--- src/ps2asc_pkg.sv ---
// Package for the set-1 scan code to ASCII decoder with character FIFO.
// Holds shared constants, the control FSM states, FIFO control structs and key maps.
// No dependencies.
`default_nettype none

package ps2asc_pkg;

    localparam int DEPTH_DEF = 128;

    localparam logic [7:0] BREAK_BIT   = 8'h80;
    localparam logic [6:0] CODE_MASK   = 7'h7F;
    localparam logic [6:0] LSHIFT_CODE = 7'h2A;
    localparam logic [6:0] RSHIFT_CODE = 7'h36;
    localparam logic [7:0] TABLE_LEN   = 8'd59;

    localparam logic CMD_SCAN = 1'b0;
    localparam logic CMD_POP  = 1'b1;

    typedef enum logic {
        ST_IDLE,
        ST_READ
    } ctrl_state_t;

    typedef struct packed {
        logic push;
        logic pop;
    } fifo_ctrl_t;

    typedef struct packed {
        logic empty;
        logic full;
    } fifo_status_t;

    function automatic logic [6:0] plain_map(input logic [5:0] code);
        logic [6:0] ch;
        case (code)
            6'd1:    ch = 7'h1B;
            6'd2:    ch = 7'h31;
            6'd3:    ch = 7'h32;
            6'd4:    ch = 7'h33;
            6'd5:    ch = 7'h34;
            6'd6:    ch = 7'h35;
            6'd7:    ch = 7'h36;
            6'd8:    ch = 7'h37;
            6'd9:    ch = 7'h38;
            6'd10:   ch = 7'h39;
            6'd11:   ch = 7'h30;
            6'd12:   ch = 7'h2D;
            6'd13:   ch = 7'h3D;
            6'd14:   ch = 7'h08;
            6'd15:   ch = 7'h09;
            6'd16:   ch = 7'h71;
            6'd17:   ch = 7'h77;
            6'd18:   ch = 7'h65;
            6'd19:   ch = 7'h72;
            6'd20:   ch = 7'h74;
            6'd21:   ch = 7'h79;
            6'd22:   ch = 7'h75;
            6'd23:   ch = 7'h69;
            6'd24:   ch = 7'h6F;
            6'd25:   ch = 7'h70;
            6'd26:   ch = 7'h5B;
            6'd27:   ch = 7'h5D;
            6'd28:   ch = 7'h0A;
            6'd30:   ch = 7'h61;
            6'd31:   ch = 7'h73;
            6'd32:   ch = 7'h64;
            6'd33:   ch = 7'h66;
            6'd34:   ch = 7'h67;
            6'd35:   ch = 7'h68;
            6'd36:   ch = 7'h6A;
            6'd37:   ch = 7'h6B;
            6'd38:   ch = 7'h6C;
            6'd39:   ch = 7'h3B;
            6'd40:   ch = 7'h27;
            6'd41:   ch = 7'h60;
            6'd43:   ch = 7'h5C;
            6'd44:   ch = 7'h7A;
            6'd45:   ch = 7'h78;
            6'd46:   ch = 7'h63;
            6'd47:   ch = 7'h76;
            6'd48:   ch = 7'h62;
            6'd49:   ch = 7'h6E;
            6'd50:   ch = 7'h6D;
            6'd51:   ch = 7'h2C;
            6'd52:   ch = 7'h2E;
            6'd53:   ch = 7'h2F;
            6'd55:   ch = 7'h2A;
            6'd57:   ch = 7'h20;
            default: ch = 7'h00;
        endcase
        return ch;
    endfunction

    function automatic logic [6:0] upper_map(input logic [5:0] code);
        logic [6:0] ch;
        case (code)
            6'd1:    ch = 7'h1B;
            6'd2:    ch = 7'h21;
            6'd3:    ch = 7'h40;
            6'd4:    ch = 7'h23;
            6'd5:    ch = 7'h24;
            6'd6:    ch = 7'h25;
            6'd7:    ch = 7'h5E;
            6'd8:    ch = 7'h26;
            6'd9:    ch = 7'h2A;
            6'd10:   ch = 7'h28;
            6'd11:   ch = 7'h29;
            6'd12:   ch = 7'h5F;
            6'd13:   ch = 7'h2B;
            6'd14:   ch = 7'h08;
            6'd15:   ch = 7'h09;
            6'd16:   ch = 7'h51;
            6'd17:   ch = 7'h57;
            6'd18:   ch = 7'h45;
            6'd19:   ch = 7'h52;
            6'd20:   ch = 7'h54;
            6'd21:   ch = 7'h59;
            6'd22:   ch = 7'h55;
            6'd23:   ch = 7'h49;
            6'd24:   ch = 7'h4F;
            6'd25:   ch = 7'h50;
            6'd26:   ch = 7'h7B;
            6'd27:   ch = 7'h7D;
            6'd28:   ch = 7'h0A;
            6'd30:   ch = 7'h41;
            6'd31:   ch = 7'h53;
            6'd32:   ch = 7'h44;
            6'd33:   ch = 7'h46;
            6'd34:   ch = 7'h47;
            6'd35:   ch = 7'h48;
            6'd36:   ch = 7'h4A;
            6'd37:   ch = 7'h4B;
            6'd38:   ch = 7'h4C;
            6'd39:   ch = 7'h3A;
            6'd40:   ch = 7'h22;
            6'd41:   ch = 7'h7E;
            6'd43:   ch = 7'h7C;
            6'd44:   ch = 7'h5A;
            6'd45:   ch = 7'h58;
            6'd46:   ch = 7'h43;
            6'd47:   ch = 7'h56;
            6'd48:   ch = 7'h42;
            6'd49:   ch = 7'h4E;
            6'd50:   ch = 7'h4D;
            6'd51:   ch = 7'h3C;
            6'd52:   ch = 7'h3E;
            6'd53:   ch = 7'h3F;
            6'd55:   ch = 7'h2A;
            6'd57:   ch = 7'h20;
            default: ch = 7'h00;
        endcase
        return ch;
    endfunction

endpackage

`default_nettype wire

--- src/ps2asc_if.sv ---
// Channel interfaces for the scan code decoder: command in, character result out.
// Valid/ready handshake; no dependencies.
`default_nettype none

interface ps2asc_req_if;
    logic       valid;
    logic       ready;
    logic       cmd;
    logic [7:0] scan_code;

    modport source (output valid, output cmd, output scan_code, input ready);
    modport sink   (input valid, input cmd, input scan_code, output ready);
endinterface

interface ps2asc_rsp_if;
    logic       valid;
    logic       ready;
    logic       char_valid;
    logic [6:0] ascii_char;
    logic       dropped;

    modport source (output valid, output char_valid, output ascii_char, output dropped,
                    input ready);
    modport sink   (input valid, input char_valid, input ascii_char, input dropped,
                    output ready);
endinterface

`default_nettype wire

--- src/ps2asc_decode.sv ---
// Scan code decoder: tracks the shift keys and maps make codes to ASCII.
// Depends on ps2asc_pkg for key codes and the key maps.
`default_nettype none

module ps2asc_decode
    import ps2asc_pkg::*;
(
    input  wire logic       clk,
    input  wire logic       rst_n,
    input  wire logic       scan_en,
    input  wire logic [7:0] scan_code,
    output logic [6:0]      ascii_char
);

    logic       shift_reg;
    logic       shift_next;
    logic [6:0] key;
    logic       is_break;
    logic       is_shift;

    assign key      = scan_code[6:0] & CODE_MASK;
    assign is_break = |(scan_code & BREAK_BIT);
    assign is_shift = (key == LSHIFT_CODE) || (key == RSHIFT_CODE);

    always_comb
    begin
        shift_next = shift_reg;
        if (scan_en && is_shift)
        begin
            shift_next = !is_break;
        end
    end

    always_comb
    begin
        ascii_char = 7'h00;
        if (!is_break && !is_shift && (scan_code < TABLE_LEN))
        begin
            ascii_char = shift_reg ? upper_map(scan_code[5:0]) : plain_map(scan_code[5:0]);
        end
    end

    always_ff @(posedge clk or negedge rst_n)
    begin
        if (!rst_n)
        begin
            shift_reg <= 1'b0;
        end
        else
        begin
            shift_reg <= shift_next;
        end
    end

endmodule

`default_nettype wire

--- src/ps2asc_fifo.sv ---
// Character ring buffer: synchronous memory with registered read data and two pointers.
// Depends on ps2asc_pkg for the control and status structs.
`default_nettype none

module ps2asc_fifo
    import ps2asc_pkg::*;
#(
    parameter int DEPTH = DEPTH_DEF
)
(
    input  wire logic         clk,
    input  wire logic         rst_n,
    input  wire fifo_ctrl_t   ctrl,
    input  wire logic [6:0]   wdata,
    output fifo_status_t      status,
    output logic [6:0]        rdata
);

    localparam int PTR_W = (DEPTH > 1) ? $clog2(DEPTH) : 1;
    localparam logic [PTR_W-1:0] LAST = PTR_W'(DEPTH - 1);

    logic [6:0]       mem [DEPTH];
    logic [6:0]       rdata_reg;
    logic [PTR_W-1:0] wr_ptr_reg;
    logic [PTR_W-1:0] wr_ptr_next;
    logic [PTR_W-1:0] rd_ptr_reg;
    logic [PTR_W-1:0] rd_ptr_next;
    logic [PTR_W-1:0] wr_ptr_inc;
    logic [PTR_W-1:0] rd_ptr_inc;

    assign wr_ptr_inc = (wr_ptr_reg == LAST) ? '0 : wr_ptr_reg + PTR_W'(1);
    assign rd_ptr_inc = (rd_ptr_reg == LAST) ? '0 : rd_ptr_reg + PTR_W'(1);

    assign status.empty = (wr_ptr_reg == rd_ptr_reg);
    assign status.full  = (wr_ptr_inc == rd_ptr_reg);
    assign rdata        = rdata_reg;

    always_comb
    begin
        wr_ptr_next = ctrl.push ? wr_ptr_inc : wr_ptr_reg;
        rd_ptr_next = ctrl.pop  ? rd_ptr_inc : rd_ptr_reg;
    end

    always_ff @(posedge clk)
    begin
        if (ctrl.push)
        begin
            mem[wr_ptr_reg] <= wdata;
        end
        if (ctrl.pop)
        begin
            rdata_reg <= mem[rd_ptr_reg];
        end
    end

    always_ff @(posedge clk or negedge rst_n)
    begin
        if (!rst_n)
        begin
            wr_ptr_reg <= '0;
            rd_ptr_reg <= '0;
        end
        else
        begin
            wr_ptr_reg <= wr_ptr_next;
            rd_ptr_reg <= rd_ptr_next;
        end
    end

    a_no_push_full: assert property (@(posedge clk) disable iff (!rst_n)
        ctrl.push |-> !status.full)
        else $error("push into full buffer");

    a_no_pop_empty: assert property (@(posedge clk) disable iff (!rst_n)
        ctrl.pop |-> !status.empty)
        else $error("pop from empty buffer");

    a_pop_leaves_room: assert property (@(posedge clk) disable iff (!rst_n)
        ctrl.pop |=> !status.full)
        else $error("buffer full straight after a pop");

endmodule

`default_nettype wire

--- src/ps2asc_top_ctrl_note.sv ---
// Result register and transaction control for the decoder and ring buffer.
// Depends on ps2asc_pkg for the control FSM states and FIFO structs.
`default_nettype none

module ps2asc_ctrl
    import ps2asc_pkg::*;
(
    input  wire logic         clk,
    input  wire logic         rst_n,
    input  wire logic         req_valid,
    input  wire logic         req_cmd,
    output logic              req_ready,
    input  wire logic [6:0]   dec_char,
    output logic              scan_en,
    input  wire fifo_status_t status,
    input  wire logic [6:0]   rdata,
    output fifo_ctrl_t        ctrl,
    output logic              rsp_valid,
    input  wire logic         rsp_ready,
    output logic              rsp_char_valid,
    output logic [6:0]        rsp_ascii_char,
    output logic              rsp_dropped
);

    ctrl_state_t state_reg;
    ctrl_state_t state_next;

    logic       out_valid_reg;
    logic       out_valid_next;
    logic       char_valid_reg;
    logic       char_valid_next;
    logic [6:0] char_reg;
    logic [6:0] char_next;
    logic       dropped_reg;
    logic       dropped_next;

    logic slot_free;
    logic accept;
    logic load;

    assign slot_free = !out_valid_reg || rsp_ready;
    assign accept    = req_valid && req_ready;

    always_comb
    begin
        state_next = state_reg;
        case (state_reg)
            ST_IDLE:
            begin
                if (accept && (req_cmd == CMD_POP) && !status.empty)
                begin
                    state_next = ST_READ;
                end
            end
            ST_READ:
            begin
                if (slot_free)
                begin
                    state_next = ST_IDLE;
                end
            end
            default: state_next = ST_IDLE;
        endcase
    end

    always_comb
    begin
        req_ready       = 1'b0;
        scan_en         = 1'b0;
        ctrl            = '0;
        load            = 1'b0;
        char_valid_next = char_valid_reg;
        char_next       = char_reg;
        dropped_next    = dropped_reg;
        case (state_reg)
            ST_IDLE:
            begin
                req_ready = slot_free;
                if (accept)
                begin
                    if (req_cmd == CMD_SCAN)
                    begin
                        scan_en         = 1'b1;
                        load            = 1'b1;
                        char_valid_next = (dec_char != 7'h00);
                        char_next       = dec_char;
                        dropped_next    = (dec_char != 7'h00) && status.full;
                        ctrl.push       = (dec_char != 7'h00) && !status.full;
                    end
                    else if (status.empty)
                    begin
                        load            = 1'b1;
                        char_valid_next = 1'b0;
                        char_next       = 7'h00;
                        dropped_next    = 1'b0;
                    end
                    else
                    begin
                        ctrl.pop = 1'b1;
                    end
                end
            end
            ST_READ:
            begin
                if (slot_free)
                begin
                    load            = 1'b1;
                    char_valid_next = 1'b1;
                    char_next       = rdata;
                    dropped_next    = 1'b0;
                end
            end
            default:
            begin
                req_ready = 1'b0;
            end
        endcase
        out_valid_next = load || (out_valid_reg && !rsp_ready);
    end

    always_ff @(posedge clk or negedge rst_n)
    begin
        if (!rst_n)
        begin
            state_reg     <= ST_IDLE;
            out_valid_reg <= 1'b0;
        end
        else
        begin
            state_reg     <= state_next;
            out_valid_reg <= out_valid_next;
        end
    end

    always_ff @(posedge clk)
    begin
        char_valid_reg <= char_valid_next;
        char_reg       <= char_next;
        dropped_reg    <= dropped_next;
    end

    assign rsp_valid      = out_valid_reg;
    assign rsp_char_valid = char_valid_reg;
    assign rsp_ascii_char = char_reg;
    assign rsp_dropped    = dropped_reg;

    a_pop_reads: assert property (@(posedge clk) disable iff (!rst_n)
        ctrl.pop |=> (state_reg == ST_READ))
        else $error("pop issued without a read cycle");

    a_drop_has_char: assert property (@(posedge clk) disable iff (!rst_n)
        (out_valid_reg && dropped_reg) |-> (char_valid_reg && (char_reg != 7'h00)))
        else $error("dropped flagged without a character");

    a_read_blocks_input: assert property (@(posedge clk) disable iff (!rst_n)
        (accept && (req_cmd == CMD_POP) && !status.empty) |=> !req_ready)
        else $error("new transaction taken during buffer read");

endmodule

`default_nettype wire

--- src/ps2_scancode_ascii_fifo.sv ---
// Scan code set 1 to ASCII decoder with a character ring buffer: a scan transaction
// echoes the decoded character at once and stores it if there is room; a pop
// transaction returns the oldest stored character. A scan or a pop of an empty
// buffer loads the result register directly; a pop that returns a character
// first waits in ST_READ for the registered read data of the buffer memory.
// The buffer holds DEPTH-1 characters and needs no clearing after reset.
// Depends on ps2asc_pkg, ps2asc_if, ps2asc_decode, ps2asc_fifo and ps2asc_ctrl.
`default_nettype none

module ps2_scancode_ascii_fifo
    import ps2asc_pkg::*;
#(
    parameter int DEPTH = DEPTH_DEF
)
(
    input  wire logic     clk,
    input  wire logic     rst_n,
    ps2asc_req_if.sink    req,
    ps2asc_rsp_if.source  rsp
);

    logic         scan_en;
    logic [6:0]   dec_char;
    logic [6:0]   rdata;
    fifo_ctrl_t   ctrl;
    fifo_status_t status;

    ps2asc_decode u_decode (
        .clk        (clk),
        .rst_n      (rst_n),
        .scan_en    (scan_en),
        .scan_code  (req.scan_code),
        .ascii_char (dec_char)
    );

    ps2asc_fifo #(
        .DEPTH (DEPTH)
    ) u_fifo (
        .clk    (clk),
        .rst_n  (rst_n),
        .ctrl   (ctrl),
        .wdata  (dec_char),
        .status (status),
        .rdata  (rdata)
    );

    ps2asc_ctrl u_ctrl (
        .clk            (clk),
        .rst_n          (rst_n),
        .req_valid      (req.valid),
        .req_cmd        (req.cmd),
        .req_ready      (req.ready),
        .dec_char       (dec_char),
        .scan_en        (scan_en),
        .status         (status),
        .rdata          (rdata),
        .ctrl           (ctrl),
        .rsp_valid      (rsp.valid),
        .rsp_ready      (rsp.ready),
        .rsp_char_valid (rsp.char_valid),
        .rsp_ascii_char (rsp.ascii_char),
        .rsp_dropped    (rsp.dropped)
    );

endmodule

`default_nettype wire
--- src/flat_wrapper.sv ---
// flat-port wrapper written by rule: the top's interface ports become plain ports
module ps2_scancode_ascii_fifo_flat import ps2asc_pkg::*;
#(
    parameter int DEPTH = DEPTH_DEF
)
  (clk, rst_n, req_valid, req_cmd, req_scan_code, req_ready, rsp_valid, rsp_char_valid, rsp_ascii_char, rsp_dropped, rsp_ready);
  ps2asc_req_if req_i ();
  ps2asc_rsp_if rsp_i ();
  input  wire logic clk;
  input  wire logic rst_n;
  input wire logic [$bits(req_i.valid)-1:0] req_valid;
  input wire logic [$bits(req_i.cmd)-1:0] req_cmd;
  input wire logic [$bits(req_i.scan_code)-1:0] req_scan_code;
  output wire logic [$bits(req_i.ready)-1:0] req_ready;
  output wire logic [$bits(rsp_i.valid)-1:0] rsp_valid;
  output wire logic [$bits(rsp_i.char_valid)-1:0] rsp_char_valid;
  output wire logic [$bits(rsp_i.ascii_char)-1:0] rsp_ascii_char;
  output wire logic [$bits(rsp_i.dropped)-1:0] rsp_dropped;
  input wire logic [$bits(rsp_i.ready)-1:0] rsp_ready;
  assign req_i.valid = req_valid;
  assign req_i.cmd = req_cmd;
  assign req_i.scan_code = req_scan_code;
  assign req_ready = req_i.ready;
  assign rsp_valid = rsp_i.valid;
  assign rsp_char_valid = rsp_i.char_valid;
  assign rsp_ascii_char = rsp_i.ascii_char;
  assign rsp_dropped = rsp_i.dropped;
  assign rsp_i.ready = rsp_ready;
  ps2_scancode_ascii_fifo #(.DEPTH(DEPTH)) u_core (.clk(clk), .rst_n(rst_n), .req(req_i), .rsp(rsp_i));
endmodule
--- config.mk ---
export PLATFORM = sky130hd
export DESIGN_NAME = ps2_scancode_ascii_fifo_flat
export DESIGN_NICKNAME = d
export VERILOG_FILES = /design/src/ps2asc_pkg.sv /design/src/ps2asc_if.sv /design/src/ps2asc_decode.sv /design/src/ps2asc_fifo.sv /design/src/ps2asc_top_ctrl_note.sv /design/src/ps2_scancode_ascii_fifo.sv /design/src/flat_wrapper.sv
export SDC_FILE = /design/constraint.sdc
export NUM_CORES = 1
export LEC_CHECK = 0
export CORE_ASPECT_RATIO = 2
export CORE_UTILIZATION = 30
export CTS_CLUSTER_DIAMETER = 200
export CTS_CLUSTER_SIZE = 12
export DETAILED_ROUTE_END_ITERATION = 6
export DONT_BUFFER_PORTS = 1
export PLACE_DENSITY = 0.52
export SLEW_MARGIN = 10
export SYNTH_ARGS = -nofsm -noshare
export SYNTH_HDL_FRONTEND = slang
export SYNTH_SLANG_ARGS = --single-unit
--- constraint.sdc ---
create_clock -name clk -period 6.5 [get_ports clk]
set_clock_uncertainty 0.2 [all_clocks]
set_input_delay 0.975 -clock clk [delete_from_list [all_inputs] [get_ports clk]]
set_output_delay 0.975 -clock clk [all_outputs]
set_load 0.02 [all_outputs]
# After elaboration in Yosys (flattened, before gate mapping)
# Memories as Yosys holds them, arrays and structs flattened. A register that Yosys moved wholly into a read port is not among the register bits.
# Cells that the tools add are included.
# totals
inputBits	13
reg_bits	26
elab_cells	81
rom_bits	896
out_inout_bits	11
ram_bits	896
n_memories	3
# mem_list
name	words	width	rd	rd_clocked_by_memory_dff	wr	line	source
u_core.u_fifo.mem	128	7	1	1	1	ps2asc_fifo.sv:22	logic [6:0] mem [DEPTH];
(name not given)	64	7	1	0	0	ps2asc_pkg.sv:97	case (code)
(name not given)	64	7	1	0	0	ps2asc_pkg.sv:36	case (code)
# classes
n_reduce_logical	20
addsub	2
eq_ne	9
mux	37
magnitude_cmp	1
bitwise_logic	1
# ops
operator	count
$mux 7	8
$mux 1	22
$add 7x1->7 const B	2
$eq 7x6->1 const B	2
$eq 7x7->1	2
$eq 7x7->1 const B	2
$pmux 7 s2	1
$logic_and 1x1->1	9
$lt 8x6->1 const B	1
$pmux 1 s2	4
$reduce_bool 7->1	1
$logic_not 1->1	6
$mux 2	2
$logic_or 1x1->1	3
$ne 3x3->1 const B	1
$reduce_and 3->1	1
$ne 2x1->1 const B	1
$ne 2x2->1 const B	1
$not 1->1	1

# Depth between registers and ports, before layout
# logic_depth
word_depth	13
depth_mapped	14

# Cells and area by module
# Synthesis repeated with hierarchy kept, for this count alone.
# hier_totals
cells_unflattened	2090
area_unflattened_um2	38040.2
# modules_own_cells
module	cells_each	instances	seq_area_each_um2	area_per_inst_um2
ps2asc_fifo	1868	1	27466.3	36267.3
ps2asc_decode	183	1	25.0	1255.0
ps2asc_ctrl	39	1	320.3	518.0

# Worst setup path before layout
# OpenSTA, ideal clock, no wires.
# synth_path
path_kind	in2reg
from	in req_scan_code[0]
to	mem u_core.u_fifo.mem[35][0], enable pin
cell_stages	13
required_time_ns	5.910
arrival_ns	7.182
setup_slack_ns	-1.272
n_path_buf	4
cell_sequence	clkbuf_1 > inv_1 > ha_1 > clkbuf_1 > a21oi_1 > o32ai_1 > a211oi_1 > a31oi_1 > nor2_1 > o41ai_2 > buf_2 > buf_4 > nor4_1
# synth_between
elab_chain_len	13
word_cells_on_any_way	18
classes_between	1 x order compare; 2 x eq/ne; 7 x mux; 6 x reduce/logical; 2 x memory
# synth_lines
item	line	source
from (decl)	flat_wrapper.sv:13	input wire logic [$bits(req_i.scan_code)-1:0] req_scan_code;
parallel branches: the longest is 5 deep, another holds $mem_v2 64x7	-	
$mux 7 *	ps2asc_decode.sv:37	if (!is_break && !is_shift && (scan_code < TABLE_LEN))
named net u_core.dec_char[5]	ps2_scancode_ascii_fifo.sv:23	logic [6:0] dec_char;
$reduce_bool 7->1 *	ps2asc_top_ctrl_note.sv:88	ctrl.push = (dec_char != 7'h00) && !status.full;
$logic_and 1x1->1 *	ps2asc_top_ctrl_note.sv:88	
$mux 1 *	ps2asc_top_ctrl_note.sv:81	if (req_cmd == CMD_SCAN)
$mux 2 *	ps2asc_top_ctrl_note.sv:79	if (accept)
$mux 2 *	ps2asc_top_ctrl_note.sv:75	case (state_reg)
$mux 1 *	ps2asc_fifo.sv:46	if (ctrl.push)
$mux 1 (not written as such) *	ps2asc_fifo.sv:48	mem[wr_ptr_reg] <= wdata;
to (decl)	ps2asc_fifo.sv:22	
# Mark *: on every way through the listed nets, which the timed path passes.

# Final worst setup path
# layout_path
from	reg u_core.u_fifo.wr_ptr_reg[3]
to	mem u_core.u_fifo.mem[79][0], enable pin
# layout_between
elab_chain_len	10
word_cells_on_any_way	11
classes_between	1 x add/sub; 2 x eq/ne; 6 x mux; 2 x reduce/logical
# layout_lines
item	line	source
from (decl)	ps2asc_fifo.sv:24	logic [PTR_W-1:0] wr_ptr_reg;
from (signal assigned)	ps2asc_fifo.sv:65	wr_ptr_reg <= wr_ptr_next;
$add 7x1->7 or $eq 7x7->1 (tied branches)	ps2asc_fifo.sv:31	assign wr_ptr_inc = (wr_ptr_reg == LAST) ? '0 : wr_ptr_reg + PTR_W'(1);
$mux 7	ps2asc_fifo.sv:31	
$eq 7x7->1	ps2asc_fifo.sv:35	assign status.full = (wr_ptr_inc == rd_ptr_reg);
$logic_not 1->1	ps2asc_top_ctrl_note.sv:88	
$logic_and 1x1->1	ps2asc_top_ctrl_note.sv:88	
$mux 1	ps2asc_top_ctrl_note.sv:81	
$mux 2	ps2asc_top_ctrl_note.sv:79	
$mux 2	ps2asc_top_ctrl_note.sv:75	
$mux 1	ps2asc_fifo.sv:46	
$mux 1 (not written as such)	ps2asc_fifo.sv:48	
# Several ways; a longest one is shown, not always the timed one.

==> summary.md <==
| Metric | Value |
|---|---|
| Bufs and invs on worst path | 1 |
| Max Fanout on Critical Path | 12 |
| Slew HR | 17.38% |
| Worst Max-Slew Pin Slew | 1.230 ns |
| #FFs+latches synth | 929 |
| Fin util | 33.97% |
| Max reg flops | 896 |
| Worst VDD drop | 0.4905 mV |
| CTS tree | done |
| Die X-Extent | 253.4 um |
| Asr flop ratio synth | 1.830% |
| Layout cell share with drive strength beyond 1 | 27.74% |
| Grt ovf | 0 |
| Pre-CTS setup slack | 1.174 ns |
| Gr usage total | 15.85% |
| Fillers | 11670 |
| Tmin final | 4.665 ns |
| Final WS setup | 1.835 ns |
| Final period util | 71.77% |
| Hold Fails Final Rpt | 0 |
| Syn_nets | 1855 |
| Starting Density | 30.23% |
| Unrepaired setup endpoints after global routing | no |
| Global route hottest layer | met2 |
| Startpoint Class | register |
| Delay-heaviest family, CP | simple AND/OR/NAND/NOR gates |
| Fmax | 214.4 MHz |
| Wirelength per Cell | 28.08 um |
| R2R Setup Slk | 1.84 ns |
| Final ANT Viol Nets | 0 |
| Max incr delay on CP | 0.77 ns |
| Leak pwr | 12.69 nW |
| Fraction of power consumed by the clock network | 28.3% |
| Clk_lat worst skew | 0.65 ns |
| Register share of total power | 43.6% |
| Post_cts resized | 0 |
| Synth warnings | 0 |
| Seq/Total Area, Yosys | 73.33% |
| Worst hold endpoint | u_core.u_decode.shift_reg |
| Fin Setup TNS | 0 ns |
| PortBufs | 0 |
| HP Class | in -> reg |
| DP HPWL | 63510 um |
| Int Pwr | 11.11 mW |
| Drt total wl | 99900 um |
| Largest net degree at the start of global routing | 116 |
| GR Util met2 | 30.39% |
| Maximum clock path buffer count | 3 |
| Sw Share | 30.30% |
| Die height | 504.8 um |
| Via Count | 18450 |
| Max Cap Viol | 0 |
| Number of synthesized flops with an enable pin | 912 |
| Number of I/O pins | 24 |
| CP Cell Sequence | and2_1 -> and4_1 -> nand4b_1 -> a311o_1 -> nor2b_1 -> o41ai_4 -> or3_1 -> buf_4 -> nor2_1 |
| DRT Pass-1 Iters | 7 |
| GRT met3 Usage | 1.938% |
| Full die area | 127900 um^2 |
| Reg2Reg Capture Point | u_core.u_fifo.mem[79][0] |
| Critical path type | reg -> reg |
| Hold slack | 0.2076 ns |
| Number of distinct library cells after synthesis | 73 |
| Area grow syn2layout | 12.39% |
| Placement Rows | 184 |
| CTS root buf | clkbuf_16 |
| P per Cell Area | 374.1 nW/um^2 |
| Combinational Power Share | 28.1% |
| CP arrival | 4.74 ns |
| First-pass GRT wire length | 145000 um |
| Psw | 4.832 mW |
| Routability-driven placement congestion ratio | 0.8588 |
| Initial antenna violation count | 1 |
| R2R depth | 9 |
| Hold Path Cell Cnt | 1 |
| Final setup viols | 0 |
| Vias per std cell | 5.188 |
| Multi-input logic area | 9703 um^2 |
| Vias in the first global route | 20090 |
| Post-route DRC | 0 |
| Synthesized area | 37930 um^2 |
| Pins over their slew limit | 0 |
| Status | finished clean |
| Synth Flop Type | edfxtp_1 |
| Crit Reg-Reg Startpoint | u_core.u_fifo.wr_ptr_reg[3] |
| Htree depth | 3 |
| Hold Path Origin | req_scan_code[7] |
| GRT met1 Usage | 16.75% |
| Nets@finish | 1888 |
| Largest register by flop count | u_core.u_fifo.mem |
| DR iter-0 viols | 1539 |
| Slowest-stage cell, CP | or3_1 |
| Power, Total | 15.95 mW |
| Critical Path RT | 6.57 ns |
| Synthesized area per cell | 20.75 um^2 |
| Core area | 125500 um^2 |
| Setup crit end kind | register |
| Clock sink count | 929 |
| Clock buffer count from CTS | 87 |
| FF/Latch Area | 27820 um^2 |
| Worst-path clk slew | 0.07 ns |
| Synth Instances | 1828 |
==> cells in the mapped netlist (3+ instances only) <==
cell / instances / area, um^2
ha_1: 14 / 175.2
nand2b_1: 10 / 62.56
buf_1: 11 / 41.29
and3_1: 6 / 37.54
o21ai_0: 25 / 125.1
nand3_1: 17 / 85.08
mux2_2: 11 / 123.9
nor2b_1: 15 / 93.84
edfxtp_1: 912 / 27390
or2_1: 4 / 25.02
nor4_1: 54 / 337.8
inv_1: 10 / 37.54
dfrtp_1: 17 / 425.4
mux2i_1: 8 / 80.08
or3_1: 4 / 25.02
nand2_1: 56 / 210.2
and2_1: 5 / 31.28
clkbuf_1: 75 / 281.5
a31oi_1: 6 / 37.54
o31ai_1: 4 / 30.03
a31o_2: 3 / 26.28
a211oi_1: 7 / 52.55
a311oi_1: 4 / 35.03
mux4_2: 290 / 6531
nor3b_1: 3 / 22.52
a211o_1: 3 / 26.28
buf_4: 8 / 60.06
buf_2: 35 / 175.2
xor2_1: 9 / 78.83
nor3_1: 77 / 385.4
o21ai_1: 5 / 25.02
nor2_1: 40 / 150.1
xnor2_1: 7 / 61.31
and4_1: 3 / 26.28
a21oi_1: 21 / 105.1
==> worst max-delay path by stage <==
stage                                 from                       end  slack, ns  cells after the start
6_report       u_core.u_fifo.wr_ptr_reg[3]  u_core.u_fifo.mem[79][0]       1.84                      9
5_1_grt        u_core.u_fifo.wr_ptr_reg[3]  u_core.u_fifo.mem[79][0]       1.66                      9
4_1_cts        u_core.u_fifo.wr_ptr_reg[3]  u_core.u_fifo.mem[79][0]       1.77                      9
3_5_place_dp              req_scan_code[1]  u_core.u_fifo.mem[65][5]       1.17                      9
3_3_place_gp              req_scan_code[1]  u_core.u_fifo.mem[95][0]       1.15                     11
2_1_floorplan             req_scan_code[0]  u_core.u_fifo.mem[35][0]       0.10                     13
==> cells in the final DEF, fill, tap and decap left out, types with 5 or more instances in the layout <==
master,netlist,routed
a31oi_1,6,6
xnor2_1,7,7
and2_1,5,5
nor2b_1,15,15
inv_1,10,10
mux2_2,11,11
dfrtp_1,17,13
nor4_2,0,26
mux2i_1,8,8
clkbuf_1,75,15
nor3_1,77,77
buf_12,0,5
clkbuf_16,0,87
and3_1,6,6
o21ai_1,5,5
xor2_1,9,9
buf_4,8,69
nor4_1,54,28
inv_6,0,5
mux4_2,290,290
o21ai_0,25,25
nor2_4,1,6
nand2b_1,10,10
a211oi_1,7,7
ha_1,14,14
a21oi_1,21,21
nand3_1,17,17
edfxtp_1,912,912
nand2_1,56,55
nor2_1,40,35
==> logic make-up after synthesis <==
logic type,share of synthesized area [%]
fa+ha+maj,0.4619
xor+xnor,0.3695
mux,17.82
simple gates,4.256
flops,73.33
buf+inv,1.650
compound gates,2.115
==> what timing repair did <==
item | 4_1_cts | 5_1_grt
hold buffers | 1 | 0
endpoints found under the setup margin | 0 | 0
endpoints found under the hold margin | 17 | 0
setup buffers | 0 | 0
==> through the flow <==
step           cell area, um^2  instances
5_1_grt                  42630       3557
3_5_place_dp             40170       3445
4_1_cts                  42510       3556
6_report                 42630       3557
2_1_floorplan            37930       1828
3_3_place_gp             40160       3445
==> area by class of cell <==
cell class	count	share of cell area, %
flip-flops and latches	929	65.27
multi-input cells	756	22.76
clock buffers	102	5.239
well taps	1674	4.914
repair buffers	75	1.473
clock inverters	8	0.2260
inverters	12	0.1057
diodes	1	0.005870
==> power by group through the flow <==
| stage | Sequential [mW] | Combinational, mW | Clock (mW) |
|---|---|---|---|
| floorplan | 6.87 | 3.17 | 0 |
| global placement | 7.08 | 4.55 | 0 |
| detailed placement | 7.09 | 4.57 | 0 |
| CTS | 6.96 | 4.58 | 4.62 |
| global route | 6.98 | 4.70 | 4.80 |
| finish | 6.95 | 4.49 | 4.51 |
==> routing by layer <==
metal	part of all wire (%)	vias up
met5	0	-
met4	4.9	0
met3	3.6	190
met2	57	545
met1	34	9990
li1	-	7728
Power figures use the tool's default switching activity.
